**src/sbsad_pkg.sv**
```systemverilog
// Shared types and constants of the subpixel block SAD engine.
`default_nettype none

package sbsad_pkg;

  localparam int SAMPLE_W = 16;
  localparam int PHASE_W = 2;
  localparam int PHASE_COUNT = 1 << PHASE_W;
  localparam int WEIGHT_W = 8;
  localparam int WEIGHT_FULL_W = WEIGHT_W + 1;
  localparam int WEIGHT_ONE = 256;
  localparam int HSUM_W = SAMPLE_W + WEIGHT_W;
  localparam int VSUM_W = HSUM_W + WEIGHT_W;
  localparam int COST_W = 40;
  localparam logic [COST_W-1:0] COST_MAX = {COST_W{1'b1}};

  localparam int OVERSAMPLE_FACTOR_DEF = 4;

  localparam int QUEUE_DEPTH = 4;
  localparam int QUEUE_AW = $clog2(QUEUE_DEPTH);
  localparam int QUEUE_CW = $clog2(QUEUE_DEPTH + 1);

  typedef logic [SAMPLE_W-1:0] sample_t;
  typedef logic [WEIGHT_W-1:0] weight_t;
  typedef logic [WEIGHT_FULL_W-1:0] weight_full_t;
  typedef logic [COST_W-1:0] cost_t;

  // One classified word as it waits between the front and the back.
  typedef struct packed {
    sample_t top_left;
    sample_t top_right;
    sample_t bottom_left;
    sample_t bottom_right;
    sample_t cur;
    weight_t wx2;
    weight_t wy2;
    logic    last;
  } item_t;

endpackage

`default_nettype wire

```
**src/sbsad_pixel_if.sv**
```systemverilog
// Handshake channel that carries one sample word into the engine.
`default_nettype none

interface sbsad_pixel_if;
  import sbsad_pkg::*;

  logic                 valid;
  logic                 ready;
  sample_t              ref_top_left;
  sample_t              ref_top_right;
  sample_t              ref_bottom_left;
  sample_t              ref_bottom_right;
  sample_t              cur_sample;
  logic [PHASE_W-1:0]   phase_x;
  logic [PHASE_W-1:0]   phase_y;
  logic                 block_end;

  modport source (
    output valid, ref_top_left, ref_top_right, ref_bottom_left, ref_bottom_right,
           cur_sample, phase_x, phase_y, block_end,
    input  ready
  );

  modport sink (
    input  valid, ref_top_left, ref_top_right, ref_bottom_left, ref_bottom_right,
           cur_sample, phase_x, phase_y, block_end,
    output ready
  );

endinterface

`default_nettype wire

```
**src/sbsad_cost_if.sv**
```systemverilog
// Handshake channel that carries one block cost word out of the engine.
`default_nettype none

interface sbsad_cost_if;
  import sbsad_pkg::*;

  logic  valid;
  logic  ready;
  cost_t block_cost;
  logic  cost_saturated;

  modport source (
    output valid, block_cost, cost_saturated,
    input  ready
  );

  modport sink (
    input  valid, block_cost, cost_saturated,
    output ready
  );

endinterface

`default_nettype wire

```
**src/sbsad_front.sv**
```systemverilog
// Input stage: takes sample words and turns the subpixel phases into weights.
`default_nettype none

module sbsad_front #(
  parameter int OVERSAMPLE_FACTOR = sbsad_pkg::OVERSAMPLE_FACTOR_DEF
) (
  input  logic                 clk,
  input  logic                 rst,
  sbsad_pixel_if.sink          pixel,
  output logic                 push_valid,
  input  logic                 push_ready,
  output sbsad_pkg::item_t     push_item
);
  import sbsad_pkg::*;

  // Weight of the far sample for each phase; a phase at or above the factor wraps.
  localparam weight_t PHASE_WEIGHT [PHASE_COUNT] = '{
    WEIGHT_W'(((0 % OVERSAMPLE_FACTOR) * WEIGHT_ONE) / OVERSAMPLE_FACTOR),
    WEIGHT_W'(((1 % OVERSAMPLE_FACTOR) * WEIGHT_ONE) / OVERSAMPLE_FACTOR),
    WEIGHT_W'(((2 % OVERSAMPLE_FACTOR) * WEIGHT_ONE) / OVERSAMPLE_FACTOR),
    WEIGHT_W'(((3 % OVERSAMPLE_FACTOR) * WEIGHT_ONE) / OVERSAMPLE_FACTOR)
  };

  logic  held_valid;
  item_t held_item;
  logic  take;

  assign pixel.ready = !held_valid || push_ready;
  assign take        = pixel.valid && pixel.ready;
  assign push_valid  = held_valid;
  assign push_item   = held_item;

  always_ff @(posedge clk) begin
    if (rst) begin
      held_valid <= 1'b0;
    end else if (take) begin
      held_valid <= 1'b1;
    end else if (push_ready) begin
      held_valid <= 1'b0;
    end
  end

  always_ff @(posedge clk) begin
    if (take) begin
      held_item.top_left     <= pixel.ref_top_left;
      held_item.top_right    <= pixel.ref_top_right;
      held_item.bottom_left  <= pixel.ref_bottom_left;
      held_item.bottom_right <= pixel.ref_bottom_right;
      held_item.cur          <= pixel.cur_sample;
      held_item.wx2          <= PHASE_WEIGHT[pixel.phase_x];
      held_item.wy2          <= PHASE_WEIGHT[pixel.phase_y];
      held_item.last         <= pixel.block_end;
    end
  end

endmodule

`default_nettype wire

```
**src/sbsad_queue.sv**
```systemverilog
// Short first-in first-out queue between the front and the back.
`default_nettype none

module sbsad_queue (
  input  logic             clk,
  input  logic             rst,
  input  logic             push_valid,
  output logic             push_ready,
  input  sbsad_pkg::item_t push_item,
  output logic             pop_valid,
  input  logic             pop_ready,
  output sbsad_pkg::item_t pop_item
);
  import sbsad_pkg::*;

  item_t                entries [QUEUE_DEPTH];
  logic [QUEUE_AW-1:0]  wr_ptr;
  logic [QUEUE_AW-1:0]  rd_ptr;
  logic [QUEUE_CW-1:0]  count;
  logic                 push;
  logic                 pop;

  assign push_ready = count != QUEUE_CW'(QUEUE_DEPTH);
  assign pop_valid  = count != '0;
  assign pop_item   = entries[rd_ptr];
  assign push       = push_valid && push_ready;
  assign pop        = pop_valid && pop_ready;

  always_ff @(posedge clk) begin
    if (rst) begin
      wr_ptr <= '0;
      rd_ptr <= '0;
      count  <= '0;
    end else begin
      if (push) begin
        wr_ptr <= wr_ptr + 1'b1;
      end
      if (pop) begin
        rd_ptr <= rd_ptr + 1'b1;
      end
      if (push && !pop) begin
        count <= count + 1'b1;
      end else if (pop && !push) begin
        count <= count - 1'b1;
      end
    end
  end

  always_ff @(posedge clk) begin
    if (push) begin
      entries[wr_ptr] <= push_item;
    end
  end

endmodule

`default_nettype wire

```
**src/sbsad_back.sv**
```systemverilog
// Blend, difference and saturating accumulation pipeline with its result register.
`default_nettype none

module sbsad_back (
  input  logic             clk,
  input  logic             rst,
  input  logic             pop_valid,
  output logic             pop_ready,
  input  sbsad_pkg::item_t pop_item,
  sbsad_cost_if.source     cost
);
  import sbsad_pkg::*;

  // All stages step together whenever the result register can move.
  logic advance;

  // Stage 1: horizontal blends of the top and bottom rows.
  logic              s1_valid;
  logic [HSUM_W-1:0] s1_top;
  logic [HSUM_W-1:0] s1_bottom;
  weight_t           s1_wy2;
  sample_t           s1_cur;
  logic              s1_last;

  // Stage 2: vertical blend, floored to a sample.
  logic    s2_valid;
  sample_t s2_ref;
  sample_t s2_cur;
  logic    s2_last;

  // Stage 3: absolute difference.
  logic    s3_valid;
  sample_t s3_diff;
  logic    s3_last;

  // Running sum and result register.
  cost_t acc;
  logic  acc_sat;
  logic  out_valid;
  cost_t out_cost;
  logic  out_sat;

  weight_full_t      wx1;
  weight_full_t      wy1;
  logic [HSUM_W:0]   top_next;
  logic [HSUM_W:0]   bottom_next;
  logic [VSUM_W:0]   vert_next;
  sample_t           diff_next;
  logic [COST_W:0]   sum_wide;
  cost_t             acc_next;
  logic              acc_sat_next;

  assign advance   = !out_valid || cost.ready;
  assign pop_ready = advance;

  assign cost.valid          = out_valid;
  assign cost.block_cost     = out_cost;
  assign cost.cost_saturated = out_sat;

  always_comb begin
    wx1 = WEIGHT_FULL_W'(WEIGHT_ONE) - WEIGHT_FULL_W'(pop_item.wx2);
    top_next = (HSUM_W+1)'(pop_item.top_left) * (HSUM_W+1)'(wx1)
             + (HSUM_W+1)'(pop_item.top_right) * (HSUM_W+1)'(pop_item.wx2);
    bottom_next = (HSUM_W+1)'(pop_item.bottom_left) * (HSUM_W+1)'(wx1)
                + (HSUM_W+1)'(pop_item.bottom_right) * (HSUM_W+1)'(pop_item.wx2);
  end

  always_comb begin
    wy1 = WEIGHT_FULL_W'(WEIGHT_ONE) - WEIGHT_FULL_W'(s1_wy2);
    vert_next = (VSUM_W+1)'(s1_top) * (VSUM_W+1)'(wy1)
              + (VSUM_W+1)'(s1_bottom) * (VSUM_W+1)'(s1_wy2);
  end

  always_comb begin
    if (s2_ref >= s2_cur) begin
      diff_next = s2_ref - s2_cur;
    end else begin
      diff_next = s2_cur - s2_ref;
    end
  end

  // A carry out of the sum means it passed the maximum, so it holds there.
  always_comb begin
    sum_wide = {1'b0, acc} + (COST_W+1)'(s3_diff);
    if (sum_wide[COST_W]) begin
      acc_next     = COST_MAX;
      acc_sat_next = 1'b1;
    end else begin
      acc_next     = sum_wide[COST_W-1:0];
      acc_sat_next = acc_sat;
    end
  end

  always_ff @(posedge clk) begin
    if (rst) begin
      s1_valid  <= 1'b0;
      s2_valid  <= 1'b0;
      s3_valid  <= 1'b0;
      acc       <= '0;
      acc_sat   <= 1'b0;
      out_valid <= 1'b0;
    end else if (advance) begin
      s1_valid  <= pop_valid;
      s2_valid  <= s1_valid;
      s3_valid  <= s2_valid;
      out_valid <= s3_valid && s3_last;
      if (s3_valid) begin
        if (s3_last) begin
          acc     <= '0;
          acc_sat <= 1'b0;
        end else begin
          acc     <= acc_next;
          acc_sat <= acc_sat_next;
        end
      end
    end
  end

  always_ff @(posedge clk) begin
    if (advance) begin
      s1_top    <= top_next[HSUM_W-1:0];
      s1_bottom <= bottom_next[HSUM_W-1:0];
      s1_wy2    <= pop_item.wy2;
      s1_cur    <= pop_item.cur;
      s1_last   <= pop_item.last;
      s2_ref    <= vert_next[VSUM_W-1:WEIGHT_W+WEIGHT_W];
      s2_cur    <= s1_cur;
      s2_last   <= s1_last;
      s3_diff   <= diff_next;
      s3_last   <= s2_last;
      if (s3_valid && s3_last) begin
        out_cost <= acc_next;
        out_sat  <= acc_sat_next;
      end
    end
  end

`ifndef SYNTH
  a_sat_means_max: assert property (@(posedge clk) disable iff (rst)
    acc_sat |-> acc == COST_MAX)
    else $error("accumulator flagged saturated below its maximum");

  a_out_sat_means_max: assert property (@(posedge clk) disable iff (rst)
    (out_valid && out_sat) |-> out_cost == COST_MAX)
    else $error("saturated block cost below its maximum");

  a_clear_after_block: assert property (@(posedge clk) disable iff (rst)
    (advance && s3_valid && s3_last) |=> (acc == '0 && !acc_sat && out_valid))
    else $error("running sum not cleared after a block result");

  a_hold_on_stall: assert property (@(posedge clk) disable iff (rst)
    !advance |=> ($stable(acc) && $stable(acc_sat) && $stable(s3_valid)))
    else $error("pipeline moved while the result register was stalled");
`endif

endmodule

`default_nettype wire

```
**src/subpixel_block_sad_unit.sv**
```systemverilog
// Top level of the subpixel block SAD engine: front stage, queue and back pipeline.
//
//   Channel | Modport | Payload                                       | Meaning
//   pixel   | sink    | four reference samples, cur_sample, phases,   | one component
//           |         | block_end                                     | sample word
//   cost    | source  | block_cost, cost_saturated                    | one word per block
//
// The engine takes one sample word per clock cycle in steady state while the cost
// output is not stalled. A word passes through the front register, the queue and
// the back pipeline stages (horizontal blend, vertical blend, absolute difference)
// before the accumulation step loads the result register.
// The back pipeline steps all of its stages together and holds them while a block
// cost waits untaken in the result register; the four-word queue lets the front keep
// taking words during such a stall until it fills.
// The synchronous reset clears all valid flags and the running sum; there is no
// clearing pass and the block is ready as soon as reset is released.
`default_nettype none

module subpixel_block_sad_unit #(
  parameter int OVERSAMPLE_FACTOR = sbsad_pkg::OVERSAMPLE_FACTOR_DEF
) (
  input  logic         clk,
  input  logic         rst,
  sbsad_pixel_if.sink  pixel,
  sbsad_cost_if.source cost
);
  import sbsad_pkg::*;

  // Words from the front into the queue.
  logic  push_valid;
  logic  push_ready;
  item_t push_item;

  // Words from the queue into the back pipeline.
  logic  pop_valid;
  logic  pop_ready;
  item_t pop_item;

  // The front maps each phase to its blend weight, so the back only multiplies.
  sbsad_front #(
    .OVERSAMPLE_FACTOR (OVERSAMPLE_FACTOR)
  ) u_front (
    .clk        (clk),
    .rst        (rst),
    .pixel      (pixel),
    .push_valid (push_valid),
    .push_ready (push_ready),
    .push_item  (push_item)
  );

  // The queue decouples the two halves so a stalled result does not stop input at once.
  sbsad_queue u_queue (
    .clk        (clk),
    .rst        (rst),
    .push_valid (push_valid),
    .push_ready (push_ready),
    .push_item  (push_item),
    .pop_valid  (pop_valid),
    .pop_ready  (pop_ready),
    .pop_item   (pop_item)
  );

  // The back blends, takes the difference and keeps the saturating sum of the block.
  sbsad_back u_back (
    .clk       (clk),
    .rst       (rst),
    .pop_valid (pop_valid),
    .pop_ready (pop_ready),
    .pop_item  (pop_item),
    .cost      (cost)
  );

endmodule

`default_nettype wire
```
**src/flat_wrapper.sv**
```systemverilog
// flat-port wrapper written by rule: the top's interface ports become plain ports
module subpixel_block_sad_unit_flat import sbsad_pkg::*;
#(
  parameter int OVERSAMPLE_FACTOR = sbsad_pkg::OVERSAMPLE_FACTOR_DEF
)
  (clk, rst, pixel_valid, pixel_ref_top_left, pixel_ref_top_right, pixel_ref_bottom_left, pixel_ref_bottom_right, pixel_cur_sample, pixel_phase_x, pixel_phase_y, pixel_block_end, pixel_ready, cost_valid, cost_block_cost, cost_cost_saturated, cost_ready);
  sbsad_pixel_if pixel_i ();
  sbsad_cost_if cost_i ();
  input  logic clk;
  input  logic rst;
  input wire logic [$bits(pixel_i.valid)-1:0] pixel_valid;
  input wire logic [$bits(pixel_i.ref_top_left)-1:0] pixel_ref_top_left;
  input wire logic [$bits(pixel_i.ref_top_right)-1:0] pixel_ref_top_right;
  input wire logic [$bits(pixel_i.ref_bottom_left)-1:0] pixel_ref_bottom_left;
  input wire logic [$bits(pixel_i.ref_bottom_right)-1:0] pixel_ref_bottom_right;
  input wire logic [$bits(pixel_i.cur_sample)-1:0] pixel_cur_sample;
  input wire logic [$bits(pixel_i.phase_x)-1:0] pixel_phase_x;
  input wire logic [$bits(pixel_i.phase_y)-1:0] pixel_phase_y;
  input wire logic [$bits(pixel_i.block_end)-1:0] pixel_block_end;
  output wire logic [$bits(pixel_i.ready)-1:0] pixel_ready;
  output wire logic [$bits(cost_i.valid)-1:0] cost_valid;
  output wire logic [$bits(cost_i.block_cost)-1:0] cost_block_cost;
  output wire logic [$bits(cost_i.cost_saturated)-1:0] cost_cost_saturated;
  input wire logic [$bits(cost_i.ready)-1:0] cost_ready;
  assign pixel_i.valid = pixel_valid;
  assign pixel_i.ref_top_left = pixel_ref_top_left;
  assign pixel_i.ref_top_right = pixel_ref_top_right;
  assign pixel_i.ref_bottom_left = pixel_ref_bottom_left;
  assign pixel_i.ref_bottom_right = pixel_ref_bottom_right;
  assign pixel_i.cur_sample = pixel_cur_sample;
  assign pixel_i.phase_x = pixel_phase_x;
  assign pixel_i.phase_y = pixel_phase_y;
  assign pixel_i.block_end = pixel_block_end;
  assign pixel_ready = pixel_i.ready;
  assign cost_valid = cost_i.valid;
  assign cost_block_cost = cost_i.block_cost;
  assign cost_cost_saturated = cost_i.cost_saturated;
  assign cost_i.ready = cost_ready;
  subpixel_block_sad_unit #(.OVERSAMPLE_FACTOR(OVERSAMPLE_FACTOR)) u_core (.clk(clk), .rst(rst), .pixel(pixel_i), .cost(cost_i));
endmodule
```
**config.mk**
```make
export PLATFORM = sky130hd
export DESIGN_NAME = subpixel_block_sad_unit_flat
export DESIGN_NICKNAME = d
export VERILOG_FILES = /design/src/sbsad_pkg.sv /design/src/sbsad_pixel_if.sv /design/src/sbsad_cost_if.sv /design/src/sbsad_front.sv /design/src/sbsad_queue.sv /design/src/sbsad_back.sv /design/src/subpixel_block_sad_unit.sv /design/src/flat_wrapper.sv
export SDC_FILE = /design/constraint.sdc
export NUM_CORES = 1
export LEC_CHECK = 0
export ABC_AREA = 1
export BUFFER_PORTS_ARGS = -buffer_cell sky130_fd_sc_hd__buf_2
export CORE_AREA = 8 8 267 269
export CTS_BUF_LIST = sky130_fd_sc_hd__clkbuf_16
export DETAILED_ROUTE_END_ITERATION = 16
export DIE_AREA = 0 0 275 277
export GPL_TIMING_DRIVEN = 0
export PLACE_DENSITY = 0.72
export REMOVE_ABC_BUFFERS = 1
export SYNTH_ARGS = -nofsm -noshare
export SYNTH_HDL_FRONTEND = slang
export SYNTH_SLANG_ARGS = --single-unit
```
**constraint.sdc**
```tcl
create_clock -name clk -period 16 [get_ports clk]
set_input_delay 0.8 -clock clk [delete_from_list [all_inputs] [get_ports clk]]
set_output_delay 0.8 -clock clk [all_outputs]
set_load 0.02 [all_outputs]
```
==> flow_summary.toml <==
[logic_synthesis]
synth_top_family_by_area = "adder cells"
synth.distinct_cells = 56
synth.area.mux_share_pct = 0
seq_area_frac_synth_pct = 50.02
ys.warnings.count = 0
synth_xor_area_share_pct = 2.473
synth_edf_count = 571
async_flop_share_pct = 0
synth-simple-area-share_pct = 14.10
synthCells = 3391
synth_area_per_cell_um2 = 10.76
synth_compound_area_share_pct = 6.668
synthAdderAreaFrac_pct = 20.98
ys_ff_latch = 626
synth_area_um2 = 36480
synth_ff_type = "edfxtp_1"

[floorplan]
num_rows = 95
pin_count = 132
core-area_um2 = 66800
start_util_pct = 54.61
die-area_um2 = 76180
die_y_um = 277
dieWidth_um = 275

[critical_path]
reg2reg_to = "u_core.u_back.s1_top[19]$_DFFE_PN_"
crit_slowest_cell = "clkinv_1"
crit_required_ns = 16.36
cpPeakStageDelay_ns = 0.99
arrival_ns = 8.86
reg2reg_depth = 21
end_kind = "flop"
cp_max_fo = 116
crit_chain = "buf_16 -> clkinv_4 -> buf_16 -> nand2_1 -> a32o_2 -> ha_1 -> clkinv_1 -> nor2_1 -> fa_1 -> fa_1 -> inv_1 -> fa_1 -> inv_1 -> ha_1 -> ha_1 -> nand2_1 -> nor3_1 -> a21oi_1 -> o21ai_0 -> a21oi_1 -> xor2_1"
rrSetupSlack_ns = 7.49
critical_path_class = "flop to flop"
start_kind = "flop"
critical-path-top-delay-family = "adder cells"
worst-path-buf-inv = 6

[drt]
wl_per_cell_um = 16.71
drc = 0
drt_iter0_drc = 1223
via_per_inst = 5.327
dr.pass1.iters = 8
wl_um = 73990
route.vias.total = 23580
ant_nets = 0

[worst_hold_path]
hold_start = "pixel_ref_top_left[13]"
whs_endpoint = "u_core.u_front.push_item[94]$_DFFE_PP_"
hp-class = "primary input to flop"
holdPathStages = 1

[sta]
rsz0062_at_grt = "no"
setup_viol = 0
hold_viol = 0
whs_ns = 0.3519
slew_violations = 0
min_period_over_period_pct = 53.16
timing.setup.tns_ns = 0
clock.fmax_ghz = 0.1176
worst_pin_slew_ns = 1.270
min_period_ns = 8.506
max_slew_margin_pct = 15.22
clock_skew_ns = 0.02268

[clocking]
worstSkewPairLatency_ns = 0.62
cts-htree-levels = 3
ctsResizeCount = 0
root_buffer = "clkbuf_16"
cts_tree = "yes"
holdBufCountCts = 0
postCtsSetupBuffers = 0
path_clk_slew_ns = 0.06
clockBufferDepth = 3
numCtsBuffers = 68
clock_sinks = 626

[grt]
grt_start_max_net_pins = 117
grt_usage_pct = 19.37
grt_pass1_vias = 24050
antenna_found_initial = 0
overflow = 0
grt_pass1_wl_um = 119500

[layout]
num-nets-final = 4122
area_growth_pct = 11.01
drive_gt1_share_pct = 9.904
diodes = 0
fillers = 5416
final_area_um2 = 40490

[place]
io_buffers = 131
gp_congestion = 0.9112
dpl_cell_area_um2 = 38320
dp_hpwl_um = 52670

[job]
cap_violations = 0

[outcome]
status = "finished, final reports clean"
## Yosys cell counts (3+ instances only)
cell | n | area share [%]
a21oi_2 | 18 | 0.43
nand2_1 | 710 | 7.3
buf_4 | 3 | 0.062
o21ai_1 | 6 | 0.082
o22ai_1 | 19 | 0.33
or2_2 | 9 | 0.15
nand2_2 | 23 | 0.39
edfxtp_1 | 571 | 47
clkinv_1 | 4 | 0.041
nand3b_1 | 5 | 0.10
a31oi_1 | 12 | 0.21
xnor2_1 | 24 | 0.58
a21o_1 | 13 | 0.27
inv_1 | 416 | 4.3
xor2_1 | 79 | 1.9
clkbuf_1 | 63 | 0.65
or2_1 | 4 | 0.069
nand3_1 | 99 | 1.4
o21bai_1 | 9 | 0.19
a21oi_1 | 157 | 2.2
nand2_4 | 12 | 0.37
a32o_1 | 58 | 1.6
nand4_1 | 20 | 0.34
buf_2 | 26 | 0.36
nand3_4 | 8 | 0.38
clkbuf_2 | 3 | 0.041
nor2_1 | 285 | 2.9
o21ai_0 | 91 | 1.2
nor4_1 | 3 | 0.051
ha_1 | 394 | 14
dfxtp_1 | 55 | 3.0
buf_1 | 14 | 0.14
nor3_1 | 9 | 0.12
inv_2 | 3 | 0.031
fa_1 | 136 | 7.5
## state kept, by name, summed over array words and instances (netlist names), 2 cells and up, named ones only
signal,count
u_core.u_queue.wr_ptr,2
u_core.u_back.s2_cur,16
u_core.u_back.cost.block_cost,40
u_core.u_back.s1_cur,16
u_core.u_back.s2_ref,16
u_core.u_back.s1_top,18
u_core.u_queue.count,3
u_core.u_front.push_item,85
u_core.u_back.s1_wy2,2
u_core.u_queue.rd_ptr,2
u_core.u_back.s1_bottom,18
u_core.u_back.s3_diff,16
u_core.u_back.acc,40
u_core.u_queue.entries,340
## worst max-delay path by stage
stage / endpoint / slack (ns) / cells past startpoint
2_1_floorplan: u_core.u_back.s1_top[19]$_DFFE_PN_ / 3.03 / 21
5_1_grt: u_core.u_back.s1_top[19]$_DFFE_PN_ / 6.98 / 21
4_1_cts: u_core.u_back.s1_top[19]$_DFFE_PN_ / 7.51 / 21
3_5_place_dp: u_core.u_back.s1_bottom[23]$_DFFE_PN_ / 7.52 / 22
6_report: u_core.u_back.s1_top[19]$_DFFE_PN_ / 7.49 / 21
3_3_place_gp: u_core.u_back.s1_top[21]$_DFFE_PN_ / -4.19 / 18
## cell families (layout without fill, tap and decap cells)
| group | Yosys count | count (layout) |
|---|---|---|
| compound gates | 391 | 391 |
| simple gates | 1203 | 1203 |
| flops | 626 | 626 |
| xor+xnor | 103 | 103 |
| buf+inv | 538 | 701 |
| fa+ha+maj | 530 | 530 |
## area by class of cell
class | count | area [um^2] | area share [%]
sequential | 626 | 18250 | 45.08
multi-input combinational | 2227 | 16190 | 39.98
clock buffer | 70 | 1752 | 4.326
inverter | 427 | 1625 | 4.014
timing repair buffer | 153 | 1156 | 2.855
tap | 873 | 1092 | 2.698
clock inverter | 51 | 425.4 | 1.051
## per-stage QoR
| step | cells | utilization [%] | setup WS [ns] |
|---|---|---|---|
| after global placement | 4284 | 56.49 | -4.190 |
| after CTS | 4427 | 60.62 | 7.508 |
| final | 4427 | 60.62 | 7.494 |
| after global routing | 4427 | 60.62 | 6.980 |
| after detailed placement | 4306 | 57.36 | 7.522 |
| after floorplan | 3280 | - | 3.033 |
## layout by cell type (no fill, tap or decap), drive strengths merged, types with 27 or more instances in the layout
cell and count:
xor2 79, clkinv 27, dfxtp 55, a32o 58, clkbuf 70, buf 153
nand2 745, ha 394, a21oi 175, edfxtp 571, inv 442, fa 136
nor2 289, nand3 109, o21ai 97
## metal layers
layer | share of wire [%] | wire length [um] | vias up | global-route usage [%]
li1 | - | - | 11680 | -
met1 | 41 | 30270 | 11350 | 22.42
met2 | 53 | 38900 | 439 | 36.31
met3 | 3.9 | 2891 | 115 | 2.590
met4 | 2.6 | 1923 | 0 | 6.423
met5 | 0 | 0 | - | 0
Power is not shown: default switching activity piles up to over one toggle a cycle in this logic, so the estimate is an artifact.
